<file path="config.mk">
export PLATFORM = sky130hd
export DESIGN_NAME = lfrs_div
export DESIGN_NICKNAME = d
export VERILOG_FILES = /design/src/design/lfrs_pkg.sv /design/src/design/lfrs_div.sv
export SDC_FILE = /design/constraint.sdc
export NUM_CORES = 1
export LEC_CHECK = 0
export ABC_AREA = 1
export BUFFER_PORTS_ARGS = -buffer_cell sky130_fd_sc_hd__buf_2
export CAP_MARGIN = 0
export CORE_ASPECT_RATIO = 0.75
export CORE_MARGIN = 2
export CORE_UTILIZATION = 50
export DETAILED_ROUTE_END_ITERATION = 8
export GPL_TIMING_DRIVEN = 0
export MAX_ROUTING_LAYER = met4
export PLACE_DENSITY = 0.71
export RECOVER_POWER = 100
export SYNTH_ARGS = -nofsm -noshare
export SYNTH_HDL_FRONTEND = slang
export SYNTH_SLANG_ARGS = --single-unit
</file>
<file path="constraint.sdc">
create_clock -name aclk -period 3.8 [get_ports aclk]
set_input_delay 0 -clock aclk [delete_from_list [all_inputs] [get_ports aclk]]
set_output_delay 0 -clock aclk [all_outputs]
set_load 0.03 [all_outputs]
</file>
<file path="src/design/lfrs_pkg.sv">
// Package for the fractional row shifter: field widths, mode and register
// codes, and small helper functions. No dependencies.
`default_nettype none

package lfrs_pkg;

    // Fixed field widths
    localparam int SAMPLE_BITS = 16;
    localparam int FRAC_BITS   = 16;
    localparam int WBITS       = 24;
    localparam int MAX_ROW     = 1024;
    localparam int ADDR_W      = 10;
    localparam int LEN_W       = 11;
    localparam int SHIFT_W     = 28;
    localparam int MODE_W      = 3;
    localparam int CFG_IDX_W   = 2;

    // Datapath widths
    localparam int ACC_W   = 36;   // weight accumulator, Q24
    localparam int XK_W    = 20;   // x - k, Q16 signed
    localparam int PROD_W  = ACC_W + XK_W;
    localparam int WGT_W   = 28;   // finished weight, Q24 signed
    localparam int SUM_W   = 48;   // tap accumulator
    localparam int NUM_W   = ACC_W + 1;
    localparam int DEN_W   = 13;   // up to 7! = 5040

    // Two-step thresholds, in percent of one sample
    localparam int TWO_LO_PCT = 30;
    localparam int TWO_HI_PCT = 70;

    // Interpolation modes
    localparam logic [MODE_W-1:0] MODE_NEAREST  = 3'd0;
    localparam logic [MODE_W-1:0] MODE_LINEAR   = 3'd1;
    localparam logic [MODE_W-1:0] MODE_CUBIC    = 3'd2;
    localparam logic [MODE_W-1:0] MODE_QUINTIC  = 3'd3;
    localparam logic [MODE_W-1:0] MODE_HEPTIC   = 3'd4;
    localparam logic [MODE_W-1:0] MODE_TWO_STEP = 3'd5;

    // Configuration register indexes
    localparam logic [CFG_IDX_W-1:0] REG_INTERP_MODE  = 2'd0;
    localparam logic [CFG_IDX_W-1:0] REG_SHIFT_AMOUNT = 2'd1;
    localparam logic [CFG_IDX_W-1:0] REG_ROW_LENGTH   = 2'd2;

    // Factorials 0! .. 7!
    function automatic logic [DEN_W-1:0] fact(input logic [2:0] v);
        logic [DEN_W-1:0] r;
        unique case (v)
            3'd0:    r = 13'd1;
            3'd1:    r = 13'd1;
            3'd2:    r = 13'd2;
            3'd3:    r = 13'd6;
            3'd4:    r = 13'd24;
            3'd5:    r = 13'd120;
            3'd6:    r = 13'd720;
            default: r = 13'd5040;
        endcase
        return r;
    endfunction

endpackage

`default_nettype wire

</file>
<file path="src/design/lfrs_div.sv">
// Iterative restoring divider, one quotient bit per cycle.
// Depends on lfrs_pkg for widths.
`default_nettype none

module lfrs_div (
    input  wire logic                          aclk,
    input  wire logic                          aresetn,
    input  wire logic                          start,
    input  wire logic [lfrs_pkg::NUM_W-1:0]    num,
    input  wire logic [lfrs_pkg::DEN_W-1:0]    den,
    output logic                               done,
    output logic [lfrs_pkg::NUM_W-1:0]         quot
);

    localparam int CNT_W = $clog2(lfrs_pkg::NUM_W);

    logic                          busy_reg, busy_next;
    logic                          done_reg, done_next;
    logic [CNT_W-1:0]              cnt_reg, cnt_next;
    logic [lfrs_pkg::NUM_W-1:0]    dvd_reg, dvd_next;
    logic [lfrs_pkg::DEN_W-1:0]    rem_reg, rem_next;
    logic [lfrs_pkg::DEN_W-1:0]    den_reg, den_next;
    logic [lfrs_pkg::DEN_W:0]      rem_sh;
    logic                          ge;

    // Trial subtraction
    assign rem_sh = {rem_reg, dvd_reg[lfrs_pkg::NUM_W-1]};
    assign ge     = rem_sh >= {1'b0, den_reg};

    always_comb begin
        busy_next = busy_reg;
        done_next = 1'b0;
        cnt_next  = cnt_reg;
        dvd_next  = dvd_reg;
        rem_next  = rem_reg;
        den_next  = den_reg;
        if (start) begin
            busy_next = 1'b1;
            cnt_next  = '0;
            dvd_next  = num;
            rem_next  = '0;
            den_next  = den;
        end else if (busy_reg) begin
            rem_next = ge ? lfrs_pkg::DEN_W'(rem_sh - {1'b0, den_reg})
                          : rem_sh[lfrs_pkg::DEN_W-1:0];
            dvd_next = {dvd_reg[lfrs_pkg::NUM_W-2:0], ge};
            cnt_next = cnt_reg + 1'b1;
            if (cnt_reg == CNT_W'(lfrs_pkg::NUM_W - 1)) begin
                busy_next = 1'b0;
                done_next = 1'b1;
            end
        end
    end

    always_ff @(posedge aclk) begin
        if (!aresetn) begin
            busy_reg <= 1'b0;
            done_reg <= 1'b0;
        end else begin
            busy_reg <= busy_next;
            done_reg <= done_next;
        end
        cnt_reg <= cnt_next;
        dvd_reg <= dvd_next;
        rem_reg <= rem_next;
        den_reg <= den_next;
    end

    assign done = done_reg;
    assign quot = dvd_reg;

endmodule

`default_nettype wire

</file>
After elaboration in Yosys (flattened, before gate mapping)
Index checks and enable logic that the tools add are counted.
Storage, ports and cells
  flip-flop bits (word level): 71
  input bits: 53
  output and inout port bits: 38
  word-level logic and storage cells: 21
Operators by class
  $add $sub $neg: 2
  magnitude comparators: 1
  equal/unequal tests: 1
  mux-type cells: 7
  bitwise operators: 2
  reduce and logical (&&, ||, !) cells: 2
Operators by type and width (number)
  $mux 37: 2
  $ge 14x13->1: 1
  $mux 13: 1
  $sub 13x13->13: 1
  $add 6x1->6 const B: 1
  $eq 6x6->1 const B: 1
  $mux 1: 4
  $reduce_or 3->1: 1
  $not 1->1: 2
  $reduce_bool 2->1: 1

Logic depth before layout (Yosys ltp)
  word-level depth: 4
  gate-level depth with buffers: 15
  depth with buffers taken out: 14

Worst setup path after synthesis
OpenSTA, ideal clock, no wires.
  path kind: flip-flop to flip-flop
  start: register dvd_reg, in the netlist quot[36]
  end: register dvd_reg, in the netlist quot[0], data pin
  setup time: 0.253 ns
  arrival: 2.004 ns
  required time: 3.547 ns
  path slack: 1.543 ns
  stages on the path, launching flop included: 14
  path buffers: 1
  clock period less this slack: 2.257 ns
  cell sequence: edfxtp_1 -> inv_1 -> ha_1 -> inv_1 -> fa_1 -> nand2_1 -> nand2_1 -> nand3_1 -> nand2_1 -> nand2_4 -> nand3_2 -> buf_4 -> nand2_1 -> nand2_1
On the way
  cells in the longest elaborated chain, start to end: 3
RTL lines
  start, declared: RTL line lfrs_div.sv:20  | logic [lfrs_pkg::NUM_W-1:0] dvd_reg, dvd_next;
  start signal, assigned: RTL line lfrs_div.sv:64  | dvd_reg <= dvd_next;
  $ge 14x13->1: RTL line lfrs_div.sv:28  | assign ge = rem_sh >= {1'b0, den_reg};
  $mux 37: RTL line lfrs_div.sv:43  | end else if (busy_reg) begin
  $mux 37: RTL line lfrs_div.sv:37  | if (start) begin
  named net dvd_next, one bit: RTL line lfrs_div.sv:20
The timed path passes the listed nets, and every way through them passes these cells. The select of a mux whose other input is x is not followed.
A chain may end at the register's enable or synchronous reset.

Worst setup path after layout
  start: register dvd_reg, in the netlist quot[36]
  end: register rem_reg[1] (netlist name)
On the way
  cells in the longest elaborated chain, start to end: 2
  elaborated cells on any way between the ends: 3
  those cells by class: add/sub (1); order compare (1); mux (1)
RTL lines
  $sub 13x13->13 or $ge 14x13->1 (tied branches): RTL line lfrs_div.sv:44, lfrs_div.sv:28
  $mux 13 *: RTL line lfrs_div.sv:44  | rem_next = ge ? lfrs_pkg::DEN_W'(rem_sh - {1'b0, den_reg})
  end signal, assigned: RTL line lfrs_div.sv:65  | rem_reg <= rem_next;
  end, declared: RTL line lfrs_div.sv:21  | logic [lfrs_pkg::DEN_W-1:0] rem_reg, rem_next;
Every way passes the cells marked *; elsewhere a longest branch is shown, timed or not.

==> qor.log <==
[clock_network] maximum level of the CTS H-tree 3
[logic_synthesis] biggest area contributors in the synthesized netlist sky130_fd_sc_hd__edfxtp_1, sky130_fd_sc_hd__nand2_1, sky130_fd_sc_hd__dfxtp_1, sky130_fd_sc_hd__inv_1, sky130_fd_sc_hd__ha_1
[logic_synthesis] Syn Inst Count 476
[critical_path] depth of the critical timing path with buffers and inverters included 15
[sta] Least-Margin Pin Slew 0.879 ns
[layout] flip-flop count of the largest register, all copies and words added 37
[global_route] via count of the first global-routing pass 3282
[critical_path] cell family with most CP delay simple AND/OR/NAND/NOR gates
[logic_synthesis] dominant synthesized flop cell sky130_fd_sc_hd__edfxtp_1
[routing] starting DRC count in detailed routing 276
[floorplan] number of top-level pins 91
[sta] time the worst path needs with I/O delays and setup 2.66 ns
[sta] Relative slew margins 41.4%
[floorplan] die width 104 microns
[routing] Wirelength per Cell 13.0 microns
[critical_path] crit path buf inv count 3
[floorplan] initial core utilization 51.5%
[clock_network] hold bufs inserted after CTS 51
[floorplan] die extent in y 79.3 microns
[critical_path] cell type with the highest occurrence count on the critical path sky130_fd_sc_hd__nand2_1
[critical_path] kind of end point of the critical path flop
[routing] post-route antenna net violation count 0
[clock_network] maximum number of buffers from clock root to sink 2
[critical_path] endpoint arrival time on the critical path 2.92 ns
[clock_network] post-CTS sizing 0
[logic_synthesis] number of enable-type register cells in the synthesized netlist 50
[clock_network] CTS tree done
[logic_synthesis] flop and latch count out of synthesis 71
[routing] Remaining DRCs 0
[global_route] wire length of the first global-routing pass 15.6 mm
[logic_synthesis] most used standard cell by instance count after synthesis sky130_fd_sc_hd__nand2_1
[job] max_cap viols 0
[critical_path] Setup CP Type reg2reg
[logic_synthesis] total nets after synthesis 545
[power_and_ir_drop] overall power consumption 1.87 mW
[logic_synthesis] post-synth design cell area 0.00377 sq mm
[min_path] worst hold stages 1
[critical_path] Worst R2R Setup Slack 1.14 ns
[sta] Highest Clock Rate 376 MHz
[logic_synthesis] portion of synthesized cell area occupied by the leading cell type 39.8%
[clock_network] clock insertion delay at the later pin of the skew report 0.36 ns
[clock_network] number of setup buffers added after CTS 0
[clock_network] Sinks on Clock Net 71
[logic_synthesis] largest area contributor in the synthesized netlist sky130_fd_sc_hd__edfxtp_1
[sta] final cycle utilization of the critical path 70.1%
[critical_path] slowest CP cell sky130_fd_sc_hd__fa_1
[sta] setup total negative slack 0 ns
[floorplan] core area 0.00733 sq mm
[placement] final HPWL from detailed placement 6.41 mm
[min_path] type of the most critical hold path in2reg
[global_route] antenna violations before repair 0
[power_and_ir_drop] VDD IR max 0.275 mV
[power_and_ir_drop] leakage power total 2.39 nW
[placement] input/output buffers 90
[global_route] global-route usage over all layers 24.8%
[sta] number of hold violations in the final report 0
[layout] Layout Area Growth over Synthesis 32.3%
[critical_path] worst-path maximum fanout 10
[routing] Final Routed Wirelength 9.52 mm
[critical_path] depth of the most critical reg-to-reg path 15
[global_route] final global-route overflow total 0
[clock_network] number of buffers inserted during clock tree synthesis 9
[floorplan] Std-Cell Rows 27
[critical_path] type of element launching the critical path flop
[critical_path] max incr delay on CP 0.43 ns
[critical_path] Worst EP required 4.06 ns
[logic_synthesis] Post-synth top cells sky130_fd_sc_hd__nand2_1, sky130_fd_sc_hd__inv_1, sky130_fd_sc_hd__edfxtp_1
[routing] number of iterations in the first detailed-routing pass 6
[routing] via count of the routed design 3575
[sta] minimum hold slack 0.303 ns
[critical_path] endpoint of the worst-slack reg-to-reg timing path rem_reg[1]$_SDFFE_PP0P_
[layout] number of nets in the layout 698
[critical_path] cell chain of the critical path inv_1 -> ha_1 -> inv_1 -> fa_1 -> nand2_1 -> nand2_1 -> nand3_1 -> nand2_1 -> nand2_1 -> nand3_1 -> clkbuf_1 -> nor2_1 -> nor2_1 -> nand2_1 -> nand2_1
[placement] gp weighted congestion 0.983
[sta] unrepaired setup endpoints after global routing false
[sta] clock skew 0.00988 ns
[run_status] status finished, final reports clean
[logic_synthesis] total number of yosys warnings 0
[min_path] terminating pin of the worst hold path den_reg[7]$_DFFE_PP_
[floorplan] Die Footprint 0.00827 sq mm
[layout] Inserted Diodes 0
[layout] fraction of final layout cells with drive strength greater than 1 12.3%
[sta] fin. max-slew vios 0
[clock_network] library cell used as clock root buffer sky130_fd_sc_hd__clkbuf_8
[logic_synthesis] synth unique cells 30
[logic_synthesis] fraction of synthesis flops using an asynchronous set or reset pin 0%
[critical_path] start of the worst register-to-register path quot[36]$_DFFE_PP_
[clock_network] Clk pin slew, worst setup/hold paths 0.08 ns
[global_route] maximum number of pins on one net before global-route repair 34
[power_and_ir_drop] power density over the cells 374 mW/mm^2
[layout] final core occ 68.1%
[logic_synthesis] sequential fraction of the synthesis area 50.9%
[sta] Final setup violation count 0
[logic_synthesis] average size of a mapped cell 7.93 sq um
[min_path] startpoint of the worst hold path start
[routing] average via count per standard cell 4.86
==> how the worst max path moves through the flow <==
stage                             startpoint                      end  slack, ns
after detailed placement  quot[36]$_DFFE_PP_        quot[0]$_DFFE_PP_       1.51
after CTS                 quot[36]$_DFFE_PP_        quot[0]$_DFFE_PP_       1.47
after global placement                 start       quot[14]$_DFFE_PP_       1.26
final                     quot[36]$_DFFE_PP_  rem_reg[1]$_SDFFE_PP0P_       1.14
after global routing      quot[36]$_DFFE_PP_  rem_reg[1]$_SDFFE_PP0P_       0.84
after floorplan           quot[36]$_DFFE_PP_        quot[0]$_DFFE_PP_       1.54
==> through the flow <==
stage	instance area, sq um	setup slack (ns)	cells
detailed placement	4370	1.51	668
global route	4990	0.838	735
floorplan	3770	1.54	476
finish	4990	1.14	735
global placement	4350	1.26	667
CTS	5070	1.47	735
==> metal layers <==
layer  vias to the layer above  global-route usage [%]  wire, microns
met5                         -                       -              0
met4                         0                    6.89            110
met3                        14                    6.08            592
met2                       125                    38.3           4390
met1                      1628                    32.8           4430
li1                       1808                       -              -
==> layout by cell type (no fill, tap or decap) <==
| cell type | Yosys | final |
|---|---|---|
| sky130_fd_sc_hd__o21ai_1 | 6 | 3 |
| sky130_fd_sc_hd__nand2_2 | 3 | 3 |
| sky130_fd_sc_hd__o21bai_1 | 2 | 2 |
| sky130_fd_sc_hd__ha_1 | 15 | 15 |
| sky130_fd_sc_hd__bufinv_16 | 0 | 1 |
| sky130_fd_sc_hd__buf_2 | 1 | 51 |
| sky130_fd_sc_hd__nor2_1 | 32 | 33 |
| sky130_fd_sc_hd__edfxtp_1 | 50 | 50 |
| sky130_fd_sc_hd__nor2_4 | 2 | 2 |
| sky130_fd_sc_hd__xor2_1 | 2 | 2 |
| sky130_fd_sc_hd__clkbuf_8 | 0 | 9 |
| sky130_fd_sc_hd__inv_1 | 59 | 59 |
| sky130_fd_sc_hd__nand3b_1 | 2 | 2 |
| sky130_fd_sc_hd__nor2_2 | 5 | 4 |
| sky130_fd_sc_hd__dfxtp_1 | 21 | 21 |
| sky130_fd_sc_hd__o211ai_1 | 1 | 1 |
| sky130_fd_sc_hd__fa_1 | 1 | 1 |
| sky130_fd_sc_hd__inv_2 | 2 | 2 |
| sky130_fd_sc_hd__nand4_1 | 11 | 11 |
| sky130_fd_sc_hd__clkinvlp_4 | 0 | 2 |
| sky130_fd_sc_hd__clkbuf_1 | 8 | 51 |
| sky130_fd_sc_hd__clkinv_1 | 0 | 1 |
| sky130_fd_sc_hd__nand2_1 | 208 | 209 |
| sky130_fd_sc_hd__a21oi_1 | 6 | 6 |
| sky130_fd_sc_hd__dlygate4sd3_1 | 0 | 51 |
| sky130_fd_sc_hd__o21ai_0 | 3 | 6 |
| sky130_fd_sc_hd__nor3_1 | 2 | 2 |
| sky130_fd_sc_hd__a21o_1 | 1 | 1 |
| sky130_fd_sc_hd__nand3_1 | 26 | 27 |
| sky130_fd_sc_hd__clkinv_2 | 0 | 3 |
| sky130_fd_sc_hd__buf_12 | 0 | 1 |
| sky130_fd_sc_hd__xnor2_1 | 2 | 2 |
==> area by class of cell <==
cell class                 count  area [sq um]
fill                         635          2340
sequential                    71          1920
multi-input combinational    332          1550
timing repair buffer         142           932
inverter                      61           229
tap                          101           126
clock buffer                   9           124
clock inverter                 7          63.8
buffer                        12          45.0
==> power by group <==
part | internal [mW] | switching (mW)
sequential | 0.897 | 0.0308
combinational | 0.122 | 0.229
clock | 0.297 | 0.293
total | 1.32 | 0.553
==> kinds of logic (layout without fill, tap and decap cells) <==
kind of cell               Yosys count  count (layout)  share of synthesized area [%]
DFF                                 71              71                           50.9
xor gates and xnor gates             4               4                          0.928
and+or+nand+nor                    293             293                           32.3
AOI/OAI and AO/OA                   19              19                           2.78
buffers and inverters               73             231                           7.59
adders and majority gates           16              16                           5.50
Power figures use the tool's default switching activity.
